==> src/hw/rtl/sitra_pkg.sv <==
// Shared constants, a status type and a helper function for the radix ASCII converter.
`timescale 1ns / 1ps

package sitra_pkg;

	localparam int VALUE_WIDTH_DEF = 32;
	localparam int RADIX_W         = 5;
	localparam int DIGIT_W         = 4;
	localparam int CHAR_W          = 8;
	localparam int DIV_STEP_BITS   = 4;

	localparam logic [RADIX_W-1:0] RADIX_MIN = 5'd2;
	localparam logic [RADIX_W-1:0] RADIX_MAX = 5'd16;
	localparam logic [RADIX_W-1:0] RADIX_DEC = 5'd10;

	localparam logic [CHAR_W-1:0] CHAR_ZERO     = 8'd48;
	localparam logic [CHAR_W-1:0] CHAR_MINUS    = 8'd45;
	localparam logic [CHAR_W-1:0] LETTER_OFFSET = 8'd55;
	localparam logic [DIGIT_W-1:0] DIGIT_TEN    = 4'd10;

	// Status handed from the divider to the sequencer.
	typedef struct packed {
		logic               done;
		logic [DIGIT_W-1:0] rem;
	} div_stat_t;

	// Digit value to its ASCII character: 0-9 as digits, 10-15 as uppercase letters.
	function automatic logic [CHAR_W-1:0] digit_char(input logic [DIGIT_W-1:0] d);
		logic [CHAR_W-1:0] ext;
		ext = {{(CHAR_W-DIGIT_W){1'b0}}, d};
		if (d >= DIGIT_TEN) begin
			return ext + LETTER_OFFSET;
		end
		return ext + CHAR_ZERO;
	endfunction

endpackage

==> src/hw/rtl/sitra_div_unit.sv <==
// Iterative divider by a small radix, a few quotient bits per cycle.
`timescale 1ns / 1ps

module sitra_div_unit #(
	parameter int VALUE_WIDTH = sitra_pkg::VALUE_WIDTH_DEF
) (
	input  logic                              clk,
	input  logic                              arst_n,
	input  logic                              start,
	input  logic [VALUE_WIDTH-1:0]            dividend,
	input  logic [sitra_pkg::RADIX_W-1:0]     radix,
	output sitra_pkg::div_stat_t              stat,
	output logic [VALUE_WIDTH-1:0]            quotient
);

	localparam int STEP     = sitra_pkg::DIV_STEP_BITS;
	localparam int ITERS    = (VALUE_WIDTH + STEP - 1) / STEP;
	localparam int PAD_W    = ITERS * STEP;
	localparam int CNT_W    = (ITERS > 1) ? $clog2(ITERS) : 1;
	localparam int DW       = sitra_pkg::DIGIT_W;
	localparam int RW       = sitra_pkg::RADIX_W;

	logic [PAD_W-1:0] sh_q;
	logic [DW-1:0]    rem_q;
	logic [CNT_W-1:0] cnt_q;
	logic             busy_q;
	logic             done_q;

	logic [PAD_W-1:0] sh_next;
	logic [DW-1:0]    rem_next;

	// Restoring division over the top STEP bits of the shift register;
	// quotient bits are shifted in at the bottom as dividend bits leave the top.
	always_comb begin
		logic [RW-1:0]   r;
		logic [DW-1:0]   cur;
		logic [STEP-1:0] qbits;
		cur   = rem_q;
		qbits = '0;
		for (int i = 0; i < STEP; i++) begin
			r = {cur, sh_q[PAD_W-1-i]};
			if (r >= radix) begin
				r = r - radix;
				qbits[STEP-1-i] = 1'b1;
			end
			cur = r[DW-1:0];
		end
		rem_next = cur;
		sh_next  = {sh_q[PAD_W-STEP-1:0], qbits};
	end

	always_ff @(posedge clk or negedge arst_n) begin
		if (!arst_n) begin
			busy_q <= 1'b0;
			done_q <= 1'b0;
			cnt_q  <= '0;
		end else begin
			done_q <= busy_q && (cnt_q == '0);
			if (start) begin
				busy_q <= 1'b1;
				cnt_q  <= CNT_W'(ITERS - 1);
			end else if (busy_q) begin
				if (cnt_q == '0) begin
					busy_q <= 1'b0;
				end else begin
					cnt_q <= cnt_q - 1'b1;
				end
			end
		end
	end

	always_ff @(posedge clk) begin
		if (start) begin
			sh_q  <= {{(PAD_W-VALUE_WIDTH){1'b0}}, dividend};
			rem_q <= '0;
		end else if (busy_q) begin
			sh_q  <= sh_next;
			rem_q <= rem_next;
		end
	end

	assign stat.done = done_q;
	assign stat.rem  = rem_q;
	assign quotient  = sh_q[VALUE_WIDTH-1:0];

endmodule

==> src/hw/rtl/sitra_digit_buf.sv <==
// Digit store: one write port, one read port with registered read data.
`timescale 1ns / 1ps

module sitra_digit_buf #(
	parameter int DEPTH = sitra_pkg::VALUE_WIDTH_DEF
) (
	input  logic                           clk,
	input  logic                           wr_en,
	input  logic [$clog2(DEPTH)-1:0]       wr_addr,
	input  logic [sitra_pkg::DIGIT_W-1:0]  wr_data,
	input  logic                           rd_en,
	input  logic [$clog2(DEPTH)-1:0]       rd_addr,
	output logic [sitra_pkg::DIGIT_W-1:0]  rd_data
);

	logic [sitra_pkg::DIGIT_W-1:0] mem [DEPTH];
	logic [sitra_pkg::DIGIT_W-1:0] rd_data_q;

	always_ff @(posedge clk) begin
		if (wr_en) begin
			mem[wr_addr] <= wr_data;
		end
		if (rd_en) begin
			rd_data_q <= mem[rd_addr];
		end
	end

	assign rd_data = rd_data_q;

endmodule

==> src/hw/rtl/signed_int_to_radix_ascii_core.sv <==
// Top level: signed integer to ASCII digits in a chosen radix, streamed one character per item.
`timescale 1ns / 1ps
// Division: each digit is the remainder of one division by the shared divider, which resolves
// four quotient bits per cycle; emission then passes each character through the issue and load
// states via the digit store's registered read port, after a minus sign where one is shown.
// Throughput: one input item at a time.
// Reset: arst_n clears the sequencer, divider control and output valid at once.

module signed_int_to_radix_ascii_core #(
	parameter int VALUE_WIDTH = sitra_pkg::VALUE_WIDTH_DEF
) (
	input  logic                                   clk,
	input  logic                                   arst_n,
	// Input items.
	input  logic                                   s_tvalid,
	output logic                                   s_tready,
	// s_tdata fields from bit 0: value (VALUE_WIDTH, signed), radix (5), zero fill.
	input  logic [((VALUE_WIDTH+sitra_pkg::RADIX_W+7)/8)*8-1:0] s_tdata,
	// Result items.
	output logic                                   m_tvalid,
	input  logic                                   m_tready,
	// m_tdata fields from bit 0: ascii_char (8).
	output logic [sitra_pkg::CHAR_W-1:0]           m_tdata,
	// m_tlast: last_char, high on the final character of a number.
	output logic                                   m_tlast
);

	localparam int AW = $clog2(VALUE_WIDTH);
	localparam int RW = sitra_pkg::RADIX_W;
	localparam int CW = sitra_pkg::CHAR_W;

	typedef enum logic [2:0] {
		ST_IDLE,
		ST_DIV,
		ST_SIGN,
		ST_ISSUE,
		ST_LOAD
	} state_t;

	state_t              state_q;
	logic [RW-1:0]       radix_q;
	logic                neg_dec_q;
	logic [AW-1:0]       nd_q;
	logic [AW-1:0]       ptr_q;
	logic                out_valid_q;
	logic [CW-1:0]       out_char_q;
	logic                out_last_q;

	logic [VALUE_WIDTH-1:0]       in_value;
	logic [RW-1:0]                in_radix;
	logic [RW-1:0]                radix_clamped;
	logic                         in_neg;
	logic [VALUE_WIDTH-1:0]       in_mag;
	logic                         accept;
	logic                         out_free;
	logic                         out_load;

	sitra_pkg::div_stat_t         div_stat;
	logic [VALUE_WIDTH-1:0]       div_quot;
	logic                         div_start;
	logic [VALUE_WIDTH-1:0]       div_dividend;
	logic [RW-1:0]                div_radix;
	logic                         quot_zero;
	logic                         digit_wr;
	logic                         rd_en;
	logic [sitra_pkg::DIGIT_W-1:0] rd_digit;

	assign in_value = s_tdata[VALUE_WIDTH-1:0];
	assign in_radix = s_tdata[VALUE_WIDTH+RW-1:VALUE_WIDTH];
	assign in_neg   = in_value[VALUE_WIDTH-1];
	// The magnitude is taken as unsigned, so the most negative value converts correctly.
	assign in_mag   = in_neg ? (VALUE_WIDTH'(0) - in_value) : in_value;

	// Radices below two act as two, those above sixteen as sixteen.
	always_comb begin
		radix_clamped = in_radix;
		if (in_radix < sitra_pkg::RADIX_MIN) begin
			radix_clamped = sitra_pkg::RADIX_MIN;
		end else if (in_radix > sitra_pkg::RADIX_MAX) begin
			radix_clamped = sitra_pkg::RADIX_MAX;
		end
	end

	assign s_tready = (state_q == ST_IDLE);
	assign accept   = s_tvalid && s_tready;
	assign out_free = !out_valid_q || m_tready;
	// A new character enters the output register from the sign or the load state.
	assign out_load = ((state_q == ST_SIGN) || (state_q == ST_LOAD)) && out_free;

	// Each digit is the remainder of one division; the quotient feeds the next one.
	// A zero magnitude still runs one division and so yields the single digit zero.
	assign quot_zero    = (div_quot == '0);
	assign digit_wr     = (state_q == ST_DIV) && div_stat.done;
	assign div_start    = accept || (digit_wr && !quot_zero);
	assign div_dividend = (state_q == ST_IDLE) ? in_mag : div_quot;
	assign div_radix    = (state_q == ST_IDLE) ? radix_clamped : radix_q;
	assign rd_en        = (state_q == ST_ISSUE);

	sitra_div_unit #(
		.VALUE_WIDTH (VALUE_WIDTH)
	) u_div (
		.clk      (clk),
		.arst_n   (arst_n),
		.start    (div_start),
		.dividend (div_dividend),
		.radix    (div_radix),
		.stat     (div_stat),
		.quotient (div_quot)
	);

	// Digits are stored least significant first and read back in reverse.
	sitra_digit_buf #(
		.DEPTH (VALUE_WIDTH)
	) u_buf (
		.clk     (clk),
		.wr_en   (digit_wr),
		.wr_addr (nd_q),
		.wr_data (div_stat.rem),
		.rd_en   (rd_en),
		.rd_addr (ptr_q),
		.rd_data (rd_digit)
	);

	// Sequencer and output register. A finished character may wait in the output
	// register while the next item is already being divided.
	always_ff @(posedge clk or negedge arst_n) begin
		if (!arst_n) begin
			state_q     <= ST_IDLE;
			radix_q     <= sitra_pkg::RADIX_MIN;
			neg_dec_q   <= 1'b0;
			nd_q        <= '0;
			ptr_q       <= '0;
			out_valid_q <= 1'b0;
			out_char_q  <= '0;
			out_last_q  <= 1'b0;
		end else begin
			if (out_load) begin
				out_valid_q <= 1'b1;
			end else if (m_tready) begin
				out_valid_q <= 1'b0;
			end
			case (state_q)
				ST_IDLE: begin
					if (accept) begin
						radix_q   <= radix_clamped;
						// Only base ten shows a sign; other bases print the magnitude.
						neg_dec_q <= in_neg && (radix_clamped == sitra_pkg::RADIX_DEC);
						nd_q      <= '0;
						state_q   <= ST_DIV;
					end
				end
				ST_DIV: begin
					if (div_stat.done) begin
						nd_q <= nd_q + 1'b1;
						if (quot_zero) begin
							ptr_q   <= nd_q;
							state_q <= neg_dec_q ? ST_SIGN : ST_ISSUE;
						end
					end
				end
				ST_SIGN: begin
					if (out_free) begin
						out_char_q  <= sitra_pkg::CHAR_MINUS;
						out_last_q  <= 1'b0;
						state_q     <= ST_ISSUE;
					end
				end
				ST_ISSUE: begin
					state_q <= ST_LOAD;
				end
				ST_LOAD: begin
					if (out_free) begin
						out_char_q  <= sitra_pkg::digit_char(rd_digit);
						out_last_q  <= (ptr_q == '0);
						if (ptr_q == '0) begin
							state_q <= ST_IDLE;
						end else begin
							ptr_q   <= ptr_q - 1'b1;
							state_q <= ST_ISSUE;
						end
					end
				end
				default: begin
					state_q <= ST_IDLE;
				end
			endcase
		end
	end

	assign m_tvalid = out_valid_q;
	assign m_tdata  = out_char_q;
	assign m_tlast  = out_last_q;

endmodule
==> config.mk <==
export PLATFORM = sky130hd
export DESIGN_NAME = signed_int_to_radix_ascii_core
export DESIGN_NICKNAME = d
export VERILOG_FILES = /design/src/hw/rtl/sitra_pkg.sv /design/src/hw/rtl/sitra_div_unit.sv /design/src/hw/rtl/sitra_digit_buf.sv /design/src/hw/rtl/signed_int_to_radix_ascii_core.sv
export SDC_FILE = /design/constraint.sdc
export NUM_CORES = 1
export LEC_CHECK = 0
export ABC_CLOCK_PERIOD_IN_PS = 10300
export BUFFER_PORTS_ARGS = -buffer_cell sky130_fd_sc_hd__buf_2
export CAP_MARGIN = 5
export CORE_ASPECT_RATIO = 0.8
export CORE_MARGIN = 4
export CORE_UTILIZATION = 53
export CTS_BUF_LIST = sky130_fd_sc_hd__clkbuf_4
export CTS_CLUSTER_SIZE = 24
export DETAILED_ROUTE_END_ITERATION = 8
export PLACE_DENSITY_LB_ADDON = 0.25
export RECOVER_POWER = 100
export SETUP_SLACK_MARGIN = 0.3
export SLEW_MARGIN = 20
export SYNTH_ARGS = -nofsm -noshare
export SYNTH_HDL_FRONTEND = slang
export SYNTH_SLANG_ARGS = --single-unit
==> constraint.sdc <==
create_clock -name clk -period 10.3 [get_ports clk]
set_input_delay 2.575 -clock clk [delete_from_list [all_inputs] [get_ports clk]]
set_output_delay 2.575 -clock clk [all_outputs]
set_load 0.005 [all_outputs]
==> summary.md, run 1 <==
| Metric | Value |
|---|---|
| Synth area leaders | edfxtp_1, dfrtp_1, mux4_2 |
| Failing checks | max-capacitance violations, max-slew violations |
| Final setup violation count | 0 |
| TritonCTS buffer count | 50 |
| Max Cap Viol | 6 |
| RSZ-0062 raised after global routing | false |
| Footprint of the multi-input gates | roughly 3800 um2 |
| Pwr per Cell Area | 334.1 nW/um2 |
| Post-route setup TNS | 0 ns |
| Mapped Area | approximately 9900 um2 |
| Clk Latency, worst-skew pair | 0.64 ns |
| Clock Skews | approximately 0.017 ns |
| Seq/Total Area, Yosys | 0.5879 |
| CP Capture Type | register |
| Worst-path clk slew | 0.07 ns |
| Fin util | 0.6029 |
| Critical Path Start Type | input port |
| Htree depth | 2 |
| Post-CTS Repair Setup Buffers | 0 |
| Initial antenna violation count | 1 |
| Synth warn | 0 |
| Grt ovf | 0 |
| Worst Path Required | 10.87 ns |
| PostCTS Resize Cnt | 0 |
| Relative slew slack | -0.2078 |
| I/O pins | 55 |
| HPWL after DPL | about 15 mm |
| Detail Route Antenna Nets | 0 |
| Core box area | 18280 um2 |
| Largest stage delay, worst path | 0.63 ns |
| Number of synthesized register bits | 201 |
| Die X | between 150 and 200 um |
| Avg Inst Size Synth | around 12 um2 |
| Worst vdd ir | 0.0003611 V |
| Largest net degree at the start of global routing | 57 |
| Nets | 967 |
| First-pass GRT wire length | 35.69 mm |
| Vias per inst | 5.859 |
| Tightest Pin Transition | between 1.5 and 2 ns |
| Die area | 20980 um2 |
| Max Clock Freq | 0.1070 GHz |
| Average wire per standard cell | 18.56 um |
| Dpl cells | around 1100 |
| CP Class | in -> reg |
| Post-synth EDFFs | roughly 160 |
| Root Driver | clkbuf_4 |
| Yosys top cell area share | 0.4965 |
| Final Hold Fails | 0 |
| CP Max Fanout | 8 |
| # hold bufs at CTS | 0 |
| Wirelength, routed | 22.03 mm |
| CP arrival | 9.91 ns |
| Tot GR Track Use | 0.2134 |
| Leakage power | about 4.1 nW |
| Area grow syn2layout | 11.09% |
| Number of fill cells | between 1500 and 2000 |
| Area post-placement | approximately 10000 um2 |
| Fin crit share | 0.9073 |
| Port Buffers | 50 |
| Cells after synthesis | roughly 800 |
| Remaining DRCs | 0 |
| Post-route cell area | 11020 um2 |
| Clock sinks | 201 |
| CTS tree | done |
| Net count after synthesis | roughly 890 |
| Max Slew Vio Count | 208 |
| Register area | between 5000 and 6000 um2 |
| Initial Util | 0.5427 |
| Status | finished, violations left |
| Global placement routability congestion | around 0.85 |
| Vias post-DR | 6955 |
| Row cnt | between 40 and 50 |
| DR pass1 iterations | 5 |
| Worst min-delay path class | reg -> reg |
| Share of layout cells above drive strength 1 | 0.1749 |
| Initial DRC Count | 711 |
| Synth cell types | 57 |
| Die extent in y | 130.4 um |
| Max clock buf depth | 3 |
| Post-synth ARST share | 0.1642 |
| Tmin final | slightly above 9 ns |
| Vias in the first global route | about 6900 |
| Non-filler cells, final | 1187 |
| Dominant synthesized flop cell | edfxtp_1 |
| Hold Slack | 0.4671 ns |
| Slowest CP cell | o31ai_1 |
| Cell taking the most area after synthesis | edfxtp_1 |
## synthesized netlist by cell type (all sizes together), types with 4 or more instances
master / number
mux2: 12
nand3: 4
nand2b: 8
dfxtp: 4
nor2b: 4
o31ai: 15
a21o: 7
o21ai: 56
clkbuf: 31
ha: 28
mux2i: 32
buf: 5
a21oi: 65
and2: 5
fa: 4
o41ai: 5
nor3: 6
nor2: 94
or4: 10
mux4: 16
dfrtp: 32
nor4: 11
edfxtp: 164
xor2: 37
xnor2: 7
or3: 7
nand4: 4
o221ai: 8
nor3b: 4
inv: 26
o22ai: 9
nand2: 67
## worst paths after layout
| path | startpoint | endpoint | slack, ns | cells past startpoint |
|---|---|---|---|---|
| max | s_tdata[36] | u_div.rem_q[0] | 0.95 | 29 |
| min | radix_q[1] | radix_q[1] | 0.47 | 2 |
| max reg2reg | state_q[2] | u_div.rem_q[0] | 2.20 | 26 |
| min reg2reg | radix_q[1] | radix_q[1] | 0.47 | 2 |
| max in group asynchronous | arst_n | ptr_q[0] | 6.77 | 1 |
| min in group asynchronous | arst_n | m_tdata[5] | 2.39 | 1 |
## metal layers
| layer | GRT usage | wire [um] | vias up |
|---|---|---|---|
| met5 | 0 | 0 | - |
| met4 | 0.06520 | 473 | 0 |
| met3 | 0.05147 | 1694 | 43 |
| met2 | 0.3304 | 9833 | 294 |
| met1 | 0.3042 | 10030 | 3371 |
| li1 | - | - | 3247 |
## placed cells by master (no fill, tap or decap), types with 28 or more instances in the layout
cell and count:
dfrtp_1 31, nand2_1 67, o21ai_0 55, buf_2 43
clkbuf_4 79, xor2_1 37, ha_1 28, mux2i_1 32
a21oi_1 65, nor2_1 93, edfxtp_1 164
## flip-flops by register name, summed over array words and instances, names as in the netlist, 4 cells and up
| register | count |
|---|---|
| ptr_q | 5 |
| u_buf.rd_data | 4 |
| m_tdata | 7 |
| radix_q | 5 |
| u_buf.mem | 128 |
| u_div.rem_q | 4 |
| nd_q | 5 |
| u_div.quotient | 32 |
## critical path: cells and delay by family
family                     cells  cell delay (ns)
buffers and inverters          3             0.34
AOI/OAI and AO/OA             14             3.77
and+or+nand+nor                4             0.37
adders and majority gates      5             1.59
muxes                          3             1.24
## cell type report
| type | instances | area share |
|---|---|---|
| multi-input cells | 552 | 0.3461 |
| repair buffers | 60 | 0.02702 |
| clock inverters | 14 | 0.005677 |
| diodes | 2 | 0.0004542 |
| flip-flops and latches | 201 | 0.5294 |
| well taps | 253 | 0.02873 |
| clock buffers | 79 | 0.05382 |
| inverters | 26 | 0.008857 |
## kinds of logic after synthesis
family / synth area share
AND/OR/NAND/NOR: 0.1086
adder cells (fa/ha/maj): 0.04440
other: 0.0003780
buffers and inverters: 0.02384
multiplexers: 0.08224
AO/OA/AOI/OAI: 0.1138
flip-flops: 0.5879
XOR/XNOR: 0.03885
## per-stage QoR
stage,total power [mW],setup WS (ns)
after floorplan,2.581,1.595
after global placement,2.929,0.8511
after detailed placement,3.035,0.5743
after CTS,3.705,1.245
after global routing,3.971,0.3695
final,3.682,0.9549
## where the power goes
| part | internal [mW] | switching, mW |
|---|---|---|
| Clock | 0.350 | 0.316 |
| Sequential | 1.10 | 0.0884 |
| Combinational | 0.752 | 1.08 |
Note: power is estimated with default switching activity, not from simulation.
==> inputs of run 2 (changes only) <==
Settings changed: CORE_UTILIZATION 53 to 55, GPL_ROUTABILITY_DRIVEN set to 0.
==> summary.md, run 2 (same netlist as run 1, synthesis figures left out) <==
| Metric | Value |
|---|---|
| Dpl cells | 1065 (-2.5%) |
| CP arrival | 9.74 ns (-0.17 ns) |
| Worst-path clk slew | 0.06 ns (about the same) |
| Clk Latency, worst-skew pair | 0.66 ns (+0.02 ns) |
| Final Hold Fails | 0 (unchanged) |
| Die X | 158.1 um (-1.7%) |
| Largest stage delay, worst path | 0.68 ns (+0.05 ns) |
| Worst R2R End | u_div.rem_q[0] |
| Post-CTS Repair Setup Buffers | 0 (unchanged) |
| WP depth | 31 (+6.9%) |
| Max clock buf depth | 3 (unchanged) |
| Max reg flops | 128 (unchanged) |
| Root Driver | clkbuf_4 |
| Post-route setup TNS | 0 ns (unchanged) |
| Remaining DRCs | 0 (unchanged) |
| # hold bufs at CTS | 0 (unchanged) |
| Average wire per standard cell | 18.78 um (+1.2%) |
| Pwr Total | 3.676 mW (-0.17%) |
| Nets | 968 (+0.10%) |
| Fin crit share | 0.8927 (-0.01459) |
| Critical Path Start Type | input port |
| Max Clock Freq | 0.1088 GHz (+1.6%) |
| Vias in the first global route | 6969 (+1.2%) |
| Clock Skews | 0.04206 ns (+0.02509 ns) |
| Vias per inst | 5.961 (+1.7%) |
| Slowest CP cell | o31ai_1 |
| Die area | 20260 um2 (-3.4%) |
| Setup crit start | s_tdata[34] |
| Worst vdd ir | 0.0003766 V (+4.3%) |
| Failing checks | max-capacitance violations, max-slew violations |
| Worst Path Required | 10.85 ns (-0.02 ns) |
| Max Cap Viol | 6 (unchanged) |
| Reg2reg setup slack | 2.16 ns (-0.04 ns) |
| CTS tree | done |
| TritonCTS buffer count | 50 (unchanged) |
| Vias post-DR | 6867 (-1.3%) |
| Leakage power | 4.111 nW (-0.37%) |
| Area grow syn2layout | 10.49% |
| RSZ-0062 raised after global routing | false |
| Share of layout cells above drive strength 1 | 0.1719 (-0.003001) |
| Wirelength, routed | 21.64 mm (-1.8%) |
| CP endpoint | u_div.rem_q[0] |
| Cells on Worst Hold Path | 2 (unchanged) |
| DR pass1 iterations | 5 (unchanged) |
| Status | finished, violations left |
| Non-filler cells, final | 1152 (-2.9%) |
| Final setup violation count | 0 (unchanged) |
| CP Capture Type | register |
| Row cnt | 43 (-2.3%) |
| Relative slew slack | -0.2113 (-0.003417) |
| Largest Register | u_buf.mem |
| Largest net degree at the start of global routing | 57 (unchanged) |
| Max Slew Vio Count | 174 (-16%) |
| RR Startpoint | u_div.rem_q[1] |
| Worst Reg2Reg Path Length in Cells | 28 (+7.7%) |
| Most frequent cells in the layout | edfxtp_1, nor2_1, clkbuf_4 |
| Initial DRC Count | 573 (-19%) |
| Commonest non-fill, non-tap cell in the layout | edfxtp_1 |
| CP Class | in -> reg |
| Fin util | 0.6249 (+0.02202) |
| PostCTS Resize Cnt | 0 (unchanged) |
| Clock sinks | 201 (unchanged) |
| Core box area | 17540 um2 (-4.0%) |
| Crit path max-delay family | compound AO/OA/AOI/OAI gates |
| Worst min-delay path class | reg -> reg |
| Die extent in y | 128.1 um (-1.7%) |
| Tightest Pin Transition | 1.817 ns (+0.005126 ns) |
| Worst Path Buf+Inv | 4 (+1) |
| Htree depth | 2 (unchanged) |
| Initial Util | 0.5656 (+0.02284) |
| Port Buffers | 50 (unchanged) |
| Detail Route Antenna Nets | 0 (unchanged) |
| CP Max Fanout | 8 (unchanged) |
| Grt ovf | 0 (unchanged) |
| Hold Startpoint | radix_q[1] |
| HPWL after DPL | 14.47 mm (-2.6%) |
| Initial antenna violation count | 1 (unchanged) |
| Tmin final | 9.195 ns (-0.1503 ns) |
| I/O pins | 55 (unchanged) |
| Most frequent CP cell | o21ai_0 |
| First-pass GRT wire length | 35.09 mm (-1.7%) |
| Pwr per Cell Area | 335.4 nW/um2 (+0.36%) |
| Number of fill cells | 1357 (-9.7%) |
| Tot GR Track Use | 0.2186 (+0.005169) |
run 2: cell type report:
type | instances | area, um2 | share of cell area
sequential | 201 | 5833 | 0.5322
multi-input combinational | 552 | 3814 | 0.3479
tap | 225 | 281.5 | 0.02568
clock inverter | 10 | 71.32 | 0.006507
inverter | 26 | 97.59 | 0.008904
clock buffer | 75 | 563.0 | 0.05137
antenna | 2 | 5.005 | 0.0004566
timing repair buffer | 61 | 295.3 | 0.02694
run 2: worst register-to-register path, delay by kind of cell (launching register included):
family | cells | cell delay (ns)
AO/OA/AOI/OAI | 13 | 2.84
XOR/XNOR | 1 | 0.15
adder cells (fa/ha/maj) | 5 | 1.64
buffers and inverters | 3 | 1.59
flip-flops | 1 | 0.31
multiplexers | 2 | 0.82
AND/OR/NAND/NOR | 4 | 0.68
run 2: how the worst min path moves through the flow:
| stage | to | slack, ns |
|---|---|---|
| final | radix_q[1] | 0.47 |
| after global routing | radix_q[1] | 0.50 |
| after CTS | radix_q[1] | 0.47 |
| after detailed placement | radix_q[1] | 0.46 |
| after global placement | radix_q[1] | 0.45 |
| after floorplan | radix_q[1] | 0.44 |
run 2: layer usage:
layer  vias up  GRT usage  routed length (um)
met5         -          0                   0
met4         0    0.07322                 408
met3        33    0.04725                1621
met2       285     0.3362                9945
met1      3321     0.3119                9664
li1       3228          -                   -
run 2: per-stage QoR:
stage          area [um2]  worst slack, ns  hold slack (ns)
6_report            10960            1.105           0.4702
5_1_grt             10960           0.4673           0.4960
4_1_cts             11040            1.482           0.4692
3_5_place_dp        10410           0.8653           0.4581
3_3_place_gp        10410            1.096           0.4522
2_1_floorplan        9920            1.595           0.4388
run 2: power breakdown:
part	leakage [nW]	switching (mW)	internal, mW	total (mW)
combinational	1.80	1.06	0.755	1.82
sequential	1.93	0.0914	1.10	1.19
clock	0.384	0.312	0.356	0.669
total	4.11	1.47	2.21	3.68
